==> config.mk <==
export PLATFORM = sky130hd
export DESIGN_NAME = line_length_statistics_unit
export DESIGN_NICKNAME = d
export VERILOG_FILES = /design/src/lls_pkg.sv /design/src/lls_div.sv /design/src/lls_datapath.sv /design/src/lls_ctrl.sv /design/src/line_length_statistics_unit.sv
export SDC_FILE = /design/constraint.sdc
export NUM_CORES = 2
export LEC_CHECK = 0
export ABC_AREA = 0
export BUFFER_PORTS_ARGS = -buffer_cell sky130_fd_sc_hd__buf_2
export CORE_MARGIN = 3
export CORE_UTILIZATION = 35
export CTS_CLUSTER_SIZE = 40
export DETAILED_ROUTE_END_ITERATION = 7
export PLACE_DENSITY_LB_ADDON = 0.2
export SYNTH_ARGS = -nofsm -noshare
export SYNTH_HDL_FRONTEND = slang
export SYNTH_SLANG_ARGS = --single-unit
==> constraint.sdc <==
create_clock -name clk -period 4.66 [get_ports clk]
set_clock_uncertainty 0.1 [all_clocks]
set_input_delay 0.466 -clock clk [delete_from_list [all_inputs] [get_ports clk]]
set_output_delay 0.466 -clock clk [all_outputs]
set_load 0.1 [all_outputs]
==> src/lls_pkg.sv <==
// ----------------------------------------------------------------------------
// Line length statistics: shared package
// Types, constants and state codes used by the controller, the datapath,
// the divider and the top level of the line length statistics unit.
// ----------------------------------------------------------------------------
package lls_pkg;

  // Default values of the top level parameters.
  localparam int HIST_BUCKETS_DEF = 16;
  localparam int LENGTH_BITS_DEF  = 32;
  localparam int OFFSET_BITS_DEF  = 48;

  // Fixed widths of the counters, the length sum and the result fields.
  localparam int CNT_W       = 32;
  localparam int SUM_W       = 48;
  localparam int STAT_IDX_W  = 5;
  localparam int STAT_VAL_W  = 48;
  localparam int DIV_STEPS   = SUM_W;
  localparam int DIV_CNT_W   = $clog2(DIV_STEPS + 1);

  // Text constants.
  localparam logic [7:0] NEWLINE = 8'd10;

  // Request opcodes.
  localparam logic OP_DATA = 1'b0;
  localparam logic OP_EOS  = 1'b1;

  // Long-line limits: 1 KiB, 10 KiB, 100 KiB and 1 MiB.
  localparam int NUM_LONG   = 4;
  localparam int LONG_SEL_W = 2;
  localparam logic [63:0] LONG_LIMITS [NUM_LONG] = '{
    64'd1024, 64'd10240, 64'd102400, 64'd1048576
  };

  // Upper bound of the first histogram bucket; later bounds double.
  localparam logic [63:0] HIST_BASE_LEN = 64'd64;

  // Statistic indexes of the report run.
  localparam int STAT_LINES     = 0;
  localparam int STAT_LONG_BASE = 1;
  localparam int STAT_LONG_TOP  = STAT_LONG_BASE + NUM_LONG - 1;
  localparam int STAT_MAX_LEN   = 5;
  localparam int STAT_MAX_OFS   = 6;
  localparam int STAT_AVERAGE   = 7;
  localparam int STAT_HIST_BASE = 8;

  // One input request.
  typedef struct packed {
    logic       op;
    logic [7:0] data_byte;
  } lls_item_t;

  // One result of the report run.
  typedef struct packed {
    logic [STAT_IDX_W-1:0] stat_index;
    logic [STAT_VAL_W-1:0] stat_value;
    logic                  overflow_seen;
    logic                  last;
  } lls_stat_t;

  // Controller states.
  typedef enum logic [2:0] {
    ST_IDLE,
    ST_CLOSE,
    ST_START,
    ST_DIV,
    ST_REPORT
  } lls_state_t;

  // Commands from the controller to the datapath.
  typedef struct packed {
    logic item_take;
    logic div_start;
    logic rpt_clear;
    logic rpt_last;
  } lls_cmd_t;

  // Status from the datapath to the controller.
  typedef struct packed {
    logic div_done;
  } lls_status_t;

endpackage

==> src/lls_div.sv <==
// ----------------------------------------------------------------------------
// Line length statistics: average divider
// Restoring divider that yields one quotient bit per cycle. It divides the
// 48-bit length sum by the 32-bit line count.
// ----------------------------------------------------------------------------
module lls_div (
  input  logic                       clk,
  input  logic                       rst,
  input  logic                       start,
  input  logic [lls_pkg::SUM_W-1:0]  dividend,
  input  logic [lls_pkg::CNT_W-1:0]  divisor,
  output logic [lls_pkg::SUM_W-1:0]  quotient,
  output logic                       done
);

  logic [lls_pkg::CNT_W-1:0]     rem;
  logic [lls_pkg::SUM_W-1:0]     quo;
  logic [lls_pkg::DIV_CNT_W-1:0] steps;

  logic [lls_pkg::CNT_W:0]       shifted;
  logic                          fits;

  // Bring down the next dividend bit and try the subtraction.
  assign shifted = {rem, quo[lls_pkg::SUM_W-1]};
  assign fits    = shifted >= {1'b0, divisor};

  // Step counter: the divider is busy while it is non-zero.
  always_ff @(posedge clk) begin
    if (rst) begin
      steps <= '0;
    end else if (start) begin
      steps <= lls_pkg::DIV_CNT_W'(lls_pkg::DIV_STEPS);
    end else if (steps != '0) begin
      steps <= steps - 1'b1;
    end
  end

  // Partial remainder and quotient shift register.
  always_ff @(posedge clk) begin
    if (start) begin
      rem <= '0;
      quo <= dividend;
    end else if (steps != '0) begin
      if (fits) begin
        rem <= lls_pkg::CNT_W'(shifted - {1'b0, divisor});
      end else begin
        rem <= lls_pkg::CNT_W'(shifted);
      end
      quo <= {quo[lls_pkg::SUM_W-2:0], fits};
    end
  end

  assign quotient = quo;
  assign done     = (steps == '0);

endmodule

==> src/lls_datapath.sv <==
// ----------------------------------------------------------------------------
// Line length statistics: datapath
// Holds the statistics store. A first stage counts bytes and ends lines; a
// second stage folds each finished line into the counters, the histogram
// and the longest-line record. It also drives the report result.
// ----------------------------------------------------------------------------
module lls_datapath #(
  parameter int HIST_BUCKETS = lls_pkg::HIST_BUCKETS_DEF,
  parameter int LENGTH_BITS  = lls_pkg::LENGTH_BITS_DEF,
  parameter int OFFSET_BITS  = lls_pkg::OFFSET_BITS_DEF,
  parameter int IDX_W        = $clog2(lls_pkg::STAT_HIST_BASE + HIST_BUCKETS)
) (
  input  logic                 clk,
  input  logic                 rst,
  input  lls_pkg::lls_item_t   item,
  input  lls_pkg::lls_cmd_t    cmd,
  input  logic [IDX_W-1:0]     idx,
  output lls_pkg::lls_status_t status,
  output lls_pkg::lls_stat_t   stat
);

  localparam int HB_W = (HIST_BUCKETS > 1) ? $clog2(HIST_BUCKETS) : 1;
  localparam int CNT_W = lls_pkg::CNT_W;
  localparam int SUM_W = lls_pkg::SUM_W;

  // Store.
  logic [LENGTH_BITS-1:0] open_len;
  logic [OFFSET_BITS-1:0] line_start_offset;
  logic [OFFSET_BITS-1:0] byte_offset;
  logic [CNT_W-1:0]       line_count;
  logic [SUM_W-1:0]       length_sum;
  logic [CNT_W-1:0]       long_cnt [lls_pkg::NUM_LONG];
  logic [LENGTH_BITS-1:0] longest_length;
  logic [OFFSET_BITS-1:0] longest_offset;
  logic [CNT_W-1:0]       hist [HIST_BUCKETS];
  logic                   overflow_flag;

  // Line close stage register.
  logic                   close_vld;
  logic [LENGTH_BITS-1:0] close_len;
  logic [OFFSET_BITS-1:0] close_ofs;

  logic                   wipe;
  logic                   is_data;
  logic                   is_eos;
  logic                   len_full;
  logic                   ofs_full;
  logic [LENGTH_BITS-1:0] len_inc;
  logic [OFFSET_BITS-1:0] ofs_inc;
  logic                   ovf_count;

  logic                   cnt_full;
  logic [SUM_W:0]         sum_wide;
  logic [lls_pkg::NUM_LONG-1:0] long_gt;
  logic [lls_pkg::NUM_LONG-1:0] long_full;
  logic [HIST_BUCKETS-1:0] hist_gt;
  logic [HIST_BUCKETS-1:0] hist_hit;
  logic [HIST_BUCKETS-1:0] hist_full;
  logic                   longer;
  logic                   ovf_close;

  logic [SUM_W-1:0]       quotient;
  logic                   div_done;
  logic [SUM_W-1:0]       average;
  logic [HB_W-1:0]        hist_sel;
  logic [lls_pkg::LONG_SEL_W-1:0] long_sel;
  logic [63:0]            ofs_wide;
  logic [lls_pkg::STAT_VAL_W-1:0] value;

  assign wipe    = rst | cmd.rpt_clear;
  assign is_data = cmd.item_take & (item.op == lls_pkg::OP_DATA);
  assign is_eos  = cmd.item_take & (item.op == lls_pkg::OP_EOS);

  // Saturating byte count and line length of the first stage.
  assign len_full  = &open_len;
  assign ofs_full  = &byte_offset;
  assign len_inc   = len_full ? open_len : open_len + LENGTH_BITS'(1);
  assign ofs_inc   = ofs_full ? byte_offset : byte_offset + OFFSET_BITS'(1);
  assign ovf_count = is_data & (len_full | ofs_full);

  // First stage: count the byte and hand a finished line to the close stage.
  always_ff @(posedge clk) begin
    if (wipe) begin
      open_len          <= '0;
      line_start_offset <= '0;
      byte_offset       <= '0;
      close_vld         <= 1'b0;
    end else if (is_data) begin
      byte_offset <= ofs_inc;
      if (item.data_byte == lls_pkg::NEWLINE) begin
        close_vld         <= 1'b1;
        open_len          <= '0;
        line_start_offset <= ofs_inc;
      end else begin
        close_vld <= 1'b0;
        open_len  <= len_inc;
      end
    end else if (is_eos) begin
      // An unterminated line is closed as it stands.
      close_vld <= (open_len != '0);
      open_len  <= '0;
    end else begin
      close_vld <= 1'b0;
    end
  end

  // Length and start of the line that is being closed.
  always_ff @(posedge clk) begin
    if (cmd.item_take) begin
      close_len <= (item.op == lls_pkg::OP_DATA) ? len_inc : open_len;
      close_ofs <= line_start_offset;
    end
  end

  // Second stage: classify the finished line.
  assign cnt_full = &line_count;
  assign sum_wide = {1'b0, length_sum} + (SUM_W + 1)'(close_len);
  assign longer   = close_len > longest_length;

  for (genvar gk = 0; gk < lls_pkg::NUM_LONG; gk++) begin : g_long_cmp
    assign long_gt[gk]   = 64'(close_len) > lls_pkg::LONG_LIMITS[gk];
    assign long_full[gk] = &long_cnt[gk];
  end

  // A line falls in the first bucket whose bound it does not exceed.
  for (genvar gb = 0; gb < HIST_BUCKETS; gb++) begin : g_hist_cmp
    if (gb < HIST_BUCKETS - 1) begin : g_bound
      assign hist_gt[gb] = 64'(close_len) > (lls_pkg::HIST_BASE_LEN << gb);
    end else begin : g_open
      assign hist_gt[gb] = 1'b0;
    end
    if (gb == 0) begin : g_first
      assign hist_hit[gb] = ~hist_gt[gb];
    end else begin : g_next
      assign hist_hit[gb] = hist_gt[gb-1] & ~hist_gt[gb];
    end
    assign hist_full[gb] = &hist[gb];
  end

  assign ovf_close = close_vld & (cnt_full | sum_wide[SUM_W] |
                                  (|(long_gt & long_full)) |
                                  (|(hist_hit & hist_full)));

  // Line count, length sum and longest line.
  always_ff @(posedge clk) begin
    if (wipe) begin
      line_count     <= '0;
      length_sum     <= '0;
      longest_length <= '0;
      longest_offset <= '0;
    end else if (close_vld) begin
      if (!cnt_full) begin
        line_count <= line_count + CNT_W'(1);
      end
      length_sum <= sum_wide[SUM_W] ? {SUM_W{1'b1}} : sum_wide[SUM_W-1:0];
      if (longer) begin
        longest_length <= close_len;
        longest_offset <= close_ofs;
      end
    end
  end

  // Long-line counters.
  always_ff @(posedge clk) begin
    for (int k = 0; k < lls_pkg::NUM_LONG; k++) begin
      if (wipe) begin
        long_cnt[k] <= '0;
      end else if (close_vld && long_gt[k] && !long_full[k]) begin
        long_cnt[k] <= long_cnt[k] + CNT_W'(1);
      end
    end
  end

  // Histogram bucket counters.
  for (genvar gh = 0; gh < HIST_BUCKETS; gh++) begin : g_hist
    always_ff @(posedge clk) begin
      if (wipe) begin
        hist[gh] <= '0;
      end else if (close_vld && hist_hit[gh] && !hist_full[gh]) begin
        hist[gh] <= hist[gh] + CNT_W'(1);
      end
    end
  end

  // Sticky overflow flag.
  always_ff @(posedge clk) begin
    if (wipe) begin
      overflow_flag <= 1'b0;
    end else if (ovf_count || ovf_close) begin
      overflow_flag <= 1'b1;
    end
  end

  // Average length.
  lls_div u_div (
    .clk      (clk),
    .rst      (rst),
    .start    (cmd.div_start),
    .dividend (length_sum),
    .divisor  (line_count),
    .quotient (quotient),
    .done     (div_done)
  );

  assign average       = (line_count == '0) ? '0 : quotient;
  assign status.div_done = div_done;

  // Report readout.
  assign ofs_wide = 64'(longest_offset);

  always_comb begin
    hist_sel = HB_W'(idx - IDX_W'(lls_pkg::STAT_HIST_BASE));
    long_sel = lls_pkg::LONG_SEL_W'(idx - IDX_W'(lls_pkg::STAT_LONG_BASE));
    case (idx) inside
      lls_pkg::STAT_LINES: begin
        value = lls_pkg::STAT_VAL_W'(line_count);
      end
      [lls_pkg::STAT_LONG_BASE:lls_pkg::STAT_LONG_TOP]: begin
        value = lls_pkg::STAT_VAL_W'(long_cnt[long_sel]);
      end
      lls_pkg::STAT_MAX_LEN: begin
        value = lls_pkg::STAT_VAL_W'(longest_length);
      end
      lls_pkg::STAT_MAX_OFS: begin
        value = ofs_wide[lls_pkg::STAT_VAL_W-1:0];
      end
      lls_pkg::STAT_AVERAGE: begin
        value = average;
      end
      default: begin
        value = lls_pkg::STAT_VAL_W'(hist[hist_sel]);
      end
    endcase
  end

  assign stat.stat_index    = lls_pkg::STAT_IDX_W'(idx);
  assign stat.stat_value    = value;
  assign stat.overflow_seen = overflow_flag;
  assign stat.last          = cmd.rpt_last;

endmodule

==> src/lls_ctrl.sv <==
// ----------------------------------------------------------------------------
// Line length statistics: controller
// Takes requests while idle. At end of stream it lets the last line close,
// runs the divider and then steps through the report run.
// ----------------------------------------------------------------------------
module lls_ctrl #(
  parameter int HIST_BUCKETS = lls_pkg::HIST_BUCKETS_DEF,
  parameter int IDX_W        = $clog2(lls_pkg::STAT_HIST_BASE + HIST_BUCKETS)
) (
  input  logic                 clk,
  input  logic                 rst,
  input  logic                 item_valid,
  input  logic                 item_op,
  output logic                 item_stall,
  output logic                 stat_valid,
  input  logic                 stat_stall,
  input  lls_pkg::lls_status_t status,
  output lls_pkg::lls_cmd_t    cmd,
  output logic [IDX_W-1:0]     idx
);

  localparam logic [IDX_W-1:0] IDX_LAST =
    IDX_W'(lls_pkg::STAT_HIST_BASE + HIST_BUCKETS - 1);

  lls_pkg::lls_state_t state;
  lls_pkg::lls_state_t state_next;
  logic [IDX_W-1:0]    idx_next;

  // State and report index registers.
  always_ff @(posedge clk) begin
    if (rst) begin
      state <= lls_pkg::ST_IDLE;
      idx   <= '0;
    end else begin
      state <= state_next;
      idx   <= idx_next;
    end
  end

  // Next state and commands.
  always_comb begin
    state_next    = state;
    idx_next      = idx;
    item_stall    = 1'b1;
    stat_valid    = 1'b0;
    cmd           = '0;
    cmd.rpt_last  = (idx == IDX_LAST);
    case (state)
      lls_pkg::ST_IDLE: begin
        item_stall    = 1'b0;
        cmd.item_take = item_valid;
        if (item_valid && item_op == lls_pkg::OP_EOS) begin
          state_next = lls_pkg::ST_CLOSE;
        end
      end
      lls_pkg::ST_CLOSE: begin
        // The last line is folded into the store in this cycle.
        state_next = lls_pkg::ST_START;
      end
      lls_pkg::ST_START: begin
        cmd.div_start = 1'b1;
        state_next    = lls_pkg::ST_DIV;
      end
      lls_pkg::ST_DIV: begin
        if (status.div_done) begin
          state_next = lls_pkg::ST_REPORT;
        end
      end
      lls_pkg::ST_REPORT: begin
        stat_valid = 1'b1;
        if (!stat_stall) begin
          if (idx == IDX_LAST) begin
            cmd.rpt_clear = 1'b1;
            idx_next      = '0;
            state_next    = lls_pkg::ST_IDLE;
          end else begin
            idx_next = idx + IDX_W'(1);
          end
        end
      end
      default: begin
        state_next = lls_pkg::ST_IDLE;
      end
    endcase
  end

endmodule

==> src/line_length_statistics_unit.sv <==
// ----------------------------------------------------------------------------
// Line length statistics unit
// Gathers line statistics over a byte stream and reports them at its end.
// ----------------------------------------------------------------------------
// Requests arrive on the item channel, one text byte per request with op
// set to data, and a byte of 10 ending a line. Data requests are taken one
// per cycle and produce no result. A request with op set to end of stream
// closes any open line and starts the report: the item channel stalls
// while the report is built and delivered.
// The report is a run of 8 + HIST_BUCKETS results on the stat channel,
// one per cycle while the receiver does not stall, with last set on the
// final one. After the end-of-stream request is taken, the unit folds in
// the last line, starts the average, runs the one-bit-per-cycle divider
// and then moves on to the report and shows its first result.
// While the receiver stalls, the current result holds and nothing else
// advances. When the last result is taken the whole store is cleared and
// the unit takes requests again in the next cycle. Reset clears the store
// at once and leaves the unit ready for requests.
// ----------------------------------------------------------------------------
module line_length_statistics_unit #(
  parameter int HIST_BUCKETS = lls_pkg::HIST_BUCKETS_DEF,
  parameter int LENGTH_BITS  = lls_pkg::LENGTH_BITS_DEF,
  parameter int OFFSET_BITS  = lls_pkg::OFFSET_BITS_DEF
) (
  input  logic               clk,
  input  logic               rst,
  input  logic               item_valid,
  output logic               item_stall,
  input  lls_pkg::lls_item_t item,
  output logic               stat_valid,
  input  logic               stat_stall,
  output lls_pkg::lls_stat_t stat
);

  localparam int IDX_W = $clog2(lls_pkg::STAT_HIST_BASE + HIST_BUCKETS);

  lls_pkg::lls_cmd_t    cmd;
  lls_pkg::lls_status_t status;
  logic [IDX_W-1:0]     idx;

  // Sequencing of requests, divide and report.
  lls_ctrl #(
    .HIST_BUCKETS (HIST_BUCKETS),
    .IDX_W        (IDX_W)
  ) u_ctrl (
    .clk        (clk),
    .rst        (rst),
    .item_valid (item_valid),
    .item_op    (item.op),
    .item_stall (item_stall),
    .stat_valid (stat_valid),
    .stat_stall (stat_stall),
    .status     (status),
    .cmd        (cmd),
    .idx        (idx)
  );

  // Statistics store, divider and readout.
  lls_datapath #(
    .HIST_BUCKETS (HIST_BUCKETS),
    .LENGTH_BITS  (LENGTH_BITS),
    .OFFSET_BITS  (OFFSET_BITS),
    .IDX_W        (IDX_W)
  ) u_datapath (
    .clk    (clk),
    .rst    (rst),
    .item   (item),
    .cmd    (cmd),
    .idx    (idx),
    .status (status),
    .stat   (stat)
  );

endmodule

==> impl_metrics.toml <==
[critical_path]
cp_common_cell = "mux4_2"
r2r-start = "u_datapath.close_len[20]"
crit_path_max_fanout = 18
startpoint_type = "flop"
slowest_delay_ns = 0.65
end_kind = "output pin"
cp_slowest_cell = "o311ai_1"
startpoint = "u_ctrl.idx[1]"
crit_arrival_ns = 4.06
worst-setup-path-type = "reg2out"
cp_cell_sequence = "buf_4 > bufbuf_16 > mux4_2 > mux4_2 > a221oi_1 > o311ai_1 > o21ai_0 > o21ai_4 > buf_12"
required_ns = 4.09

[job]
maxCapViolCount = 0

[clock_network]
numClockSinks = 1104
cts_made_buffers = 135
clock_latency_ns = 0.80
cts_tree = "yes"
htreeDepth = 4
cts.path.max_buffers = 3
root_buffer = "clkbuf_16"
clk_pin_slew_worst_paths_ns = 0.06

[timing]
hold_viol_final = 0
setup_violations = 0
grt_setup_unrepaired = "yes"
finalCriticalPeriod_ns = 4.628
whs_ns = 0.1031
maxSlewViolCount = 0
finalCritPeriodShare_pct = 99.31
fmax_ghz = 0.2161
relSlewSlack_pct = 24.58
fin_ws_ns = 0.03211
worst_pin_slew_ns = 1.119

[pwr]
internal_power_mw = 19.62
finalPower_mw = 28.10
p_comb_share_pct = 17.6
switching_share_pct = 30.18
sequentialPowerShare_pct = 43.9
clock_power_share_pct = 38.5
ir_drop_mv = 0.3468
switching_power_mw = 8.481
p_leak_nw = 24.16
power.density_nw_per_um2 = 384.4

[floorplan]
die_area_um2 = 188100
boundaryPins = 70
rows = 156
dieWidth_um = 433.7
start_util_pct = 35.31
core_area_um2 = 181300
fp.dieH_um = 433.7

[detailed_routing]
ant_nets = 0
vias = 50099
drt_first_iter_violations = 4977
drc_errors = 0
wl_per_cell_um = 21.76
drtPass1Iterations = 5
vias_per_cell = 5.537
wirelength_um = 196900

[cells_and_area]
final_cell_mix = "1089 x nor2_1, 768 x edfxtp_1, 609 x nand2_1"
fillers = 17403
drive_gt1_share_pct = 11.18
final_common_cell = "nor2_1"
area_delta_synth_final_pct = 14.16
fin_nets = 6710

[yosys]
synth_nets = 6686
seq_area_frac_synth_pct = 46.52
ys_types = 103
synth.area.top_cells = "edfxtp_1 36%, dfxtp_1 11%, mux4_2 6.8%"
synth_ff_type = "edfxtp_1"
synth_area_per_cell_um2 = 9.783
ys_warn_count = 0
synth_edf_count = 768
synth_top_area_cell = "edfxtp_1"
syn_area_um2 = 64030
postSynth.asyncResetShare_pct = 0
synth_top_area_share_pct = 36.02
syn_inst = 6545
synth_seq_cells = 1104

[global_routing]
first_global_vias = 46264
grt_max_degree = 108
grt_pass1_wl_um = 295600
grt.overflow.total = 0
antenna_found_initial = 11
grt_usage_pct = 20.49

[hold_path]
hold_start = "stat_stall"
min_path_type = "in2reg"

[place]
place_congestion = 0.9784
dp_hpwl_um = 145100
place.port_buffers = 69
place_ws_ns = 0.3004

[status]
outcome = "complete, no violations"
-- flip-flops by register name (all words and copies together) (netlist names) --
register	cells
u_datapath.hist	512
u_datapath.long_cnt	128
u_datapath.byte_offset	48
u_datapath.close_ofs	48
u_datapath.length_sum	48
u_datapath.line_start_offset	48
u_datapath.longest_offset	48
u_datapath.u_div.quotient	48
u_datapath.close_len	32
u_datapath.line_count	32
u_datapath.longest_length	32
u_datapath.open_len	32
u_datapath.u_div.rem	32
u_datapath.u_div.steps	6
u_ctrl.idx	5
u_ctrl.state	3
u_datapath.close_vld	1
u_datapath.overflow_flag	1
-- synthesized netlist by cell type (30+ instances only) --
| library cell | instances |
|---|---|
| and2_1 | 37 |
| a31oi_1 | 30 |
| nand4_1 | 164 |
| nor2_1 | 1093 |
| a21o_1 | 40 |
| edfxtp_1 | 768 |
| mux4_2 | 192 |
| a211oi_1 | 47 |
| or3_1 | 60 |
| o21ai_0 | 314 |
| a221oi_1 | 35 |
| clkbuf_1 | 291 |
| a21oi_1 | 287 |
| o311ai_0 | 36 |
| nand2_1 | 610 |
| inv_1 | 151 |
| and3_1 | 167 |
| xnor2_1 | 341 |
| ha_1 | 126 |
| dfxtp_1 | 336 |
| nand3_1 | 417 |
| nor4_1 | 45 |
| and4_1 | 63 |
| nor3_1 | 100 |
| xor2_1 | 444 |
-- power by group through the flow --
stage / registers (mW) / logic [mW] / clock network [mW]
global route: 12.4 / 5.53 / 11.4
finish: 12.3 / 4.96 / 10.8
floorplan: 12.1 / 3.76 / 0
detailed placement: 12.5 / 4.93 / 0
CTS: 12.3 / 4.96 / 11.1
global placement: 12.5 / 4.88 / 0
-- area by class of cell --
cell class / instances / area (um^2) / share of cell area, %
Tap cell: 2370 / 2965 / 4.056
Clock buffer: 175 / 3682 / 5.037
Multi-Input combinational cell: 4946 / 32730 / 44.77
Inverter: 153 / 575.6 / 0.7873
Antenna cell: 4 / 10.01 / 0.01369
Timing Repair Buffer: 229 / 2512 / 3.437
Sequential cell: 1104 / 29800 / 40.76
Clock inverter: 67 / 828.3 / 1.133
-- kinds of logic (layout without fill, tap and decap cells) --
group | after synthesis | in the layout | share of synthesized area, %
AND/OR/NAND/NOR | 2886 | 2886 | 21.11
buffers and inverters | 495 | 624 | 3.111
AO/OA/AOI/OAI | 926 | 926 | 8.791
flip-flops | 1104 | 1104 | 46.52
adder cells (fa/ha/maj) | 128 | 128 | 2.525
XOR/XNOR | 785 | 785 | 10.74
other | 0 | 4 | 0
multiplexers | 221 | 221 | 7.210
-- per-stage QoR --
step | setup TNS, ns | util (%) | std cells | instance area [um^2]
finish | 0 | 40.31 | 9048 | 73100
global route | -0.2003 | 40.31 | 9045 | 73100
detailed placement | 0 | 37.66 | 8784 | 68290
CTS | -0.07106 | 40.26 | 9038 | 73000
floorplan | -5.719 | - | 6545 | 64360
global placement | 0 | 37.66 | 8784 | 68290
-- per-layer routing --
layer | global-route usage [%] | wire length [um]
met1 | 30.71 | 92010
met2 | 29.36 | 82730
met3 | 3.470 | 14670
met4 | 7.549 | 7423
met5 | 0 | 11
-- what timing repair did --
item | 4_1_cts | 5_1_grt
pin swaps | 0 | 1
endpoints found under the hold margin | 6 | 0
endpoints found under the setup margin | 48 | 24
resized for setup | 25 | 9
setup buffers | 9 | 6
hold buffers | 1 | 0
cloned | 2 | 1
-- worst max-delay path: cells and delay by family, from the launching register on --
family | cells | cell delay [ns]
DFF | 1 | 0.47
muxes | 2 | 0.68
AOI/OAI and AO/OA | 4 | 1.41
buffers and inverters | 3 | 0.67
-- path summary, 6_finish.rpt --
| check | to | slack [ns] | cells after the start |
|---|---|---|---|
| max | stat[7] | 0.03 | 9 |
| min reg2reg | u_datapath.close_ofs[39] | 0.33 | 0 |
| max reg2reg | u_datapath.overflow_flag | 0.49 | 9 |
| min | u_ctrl.state[2] | 0.10 | 3 |
No activity file was read; power rests on OpenSTA's default activity.
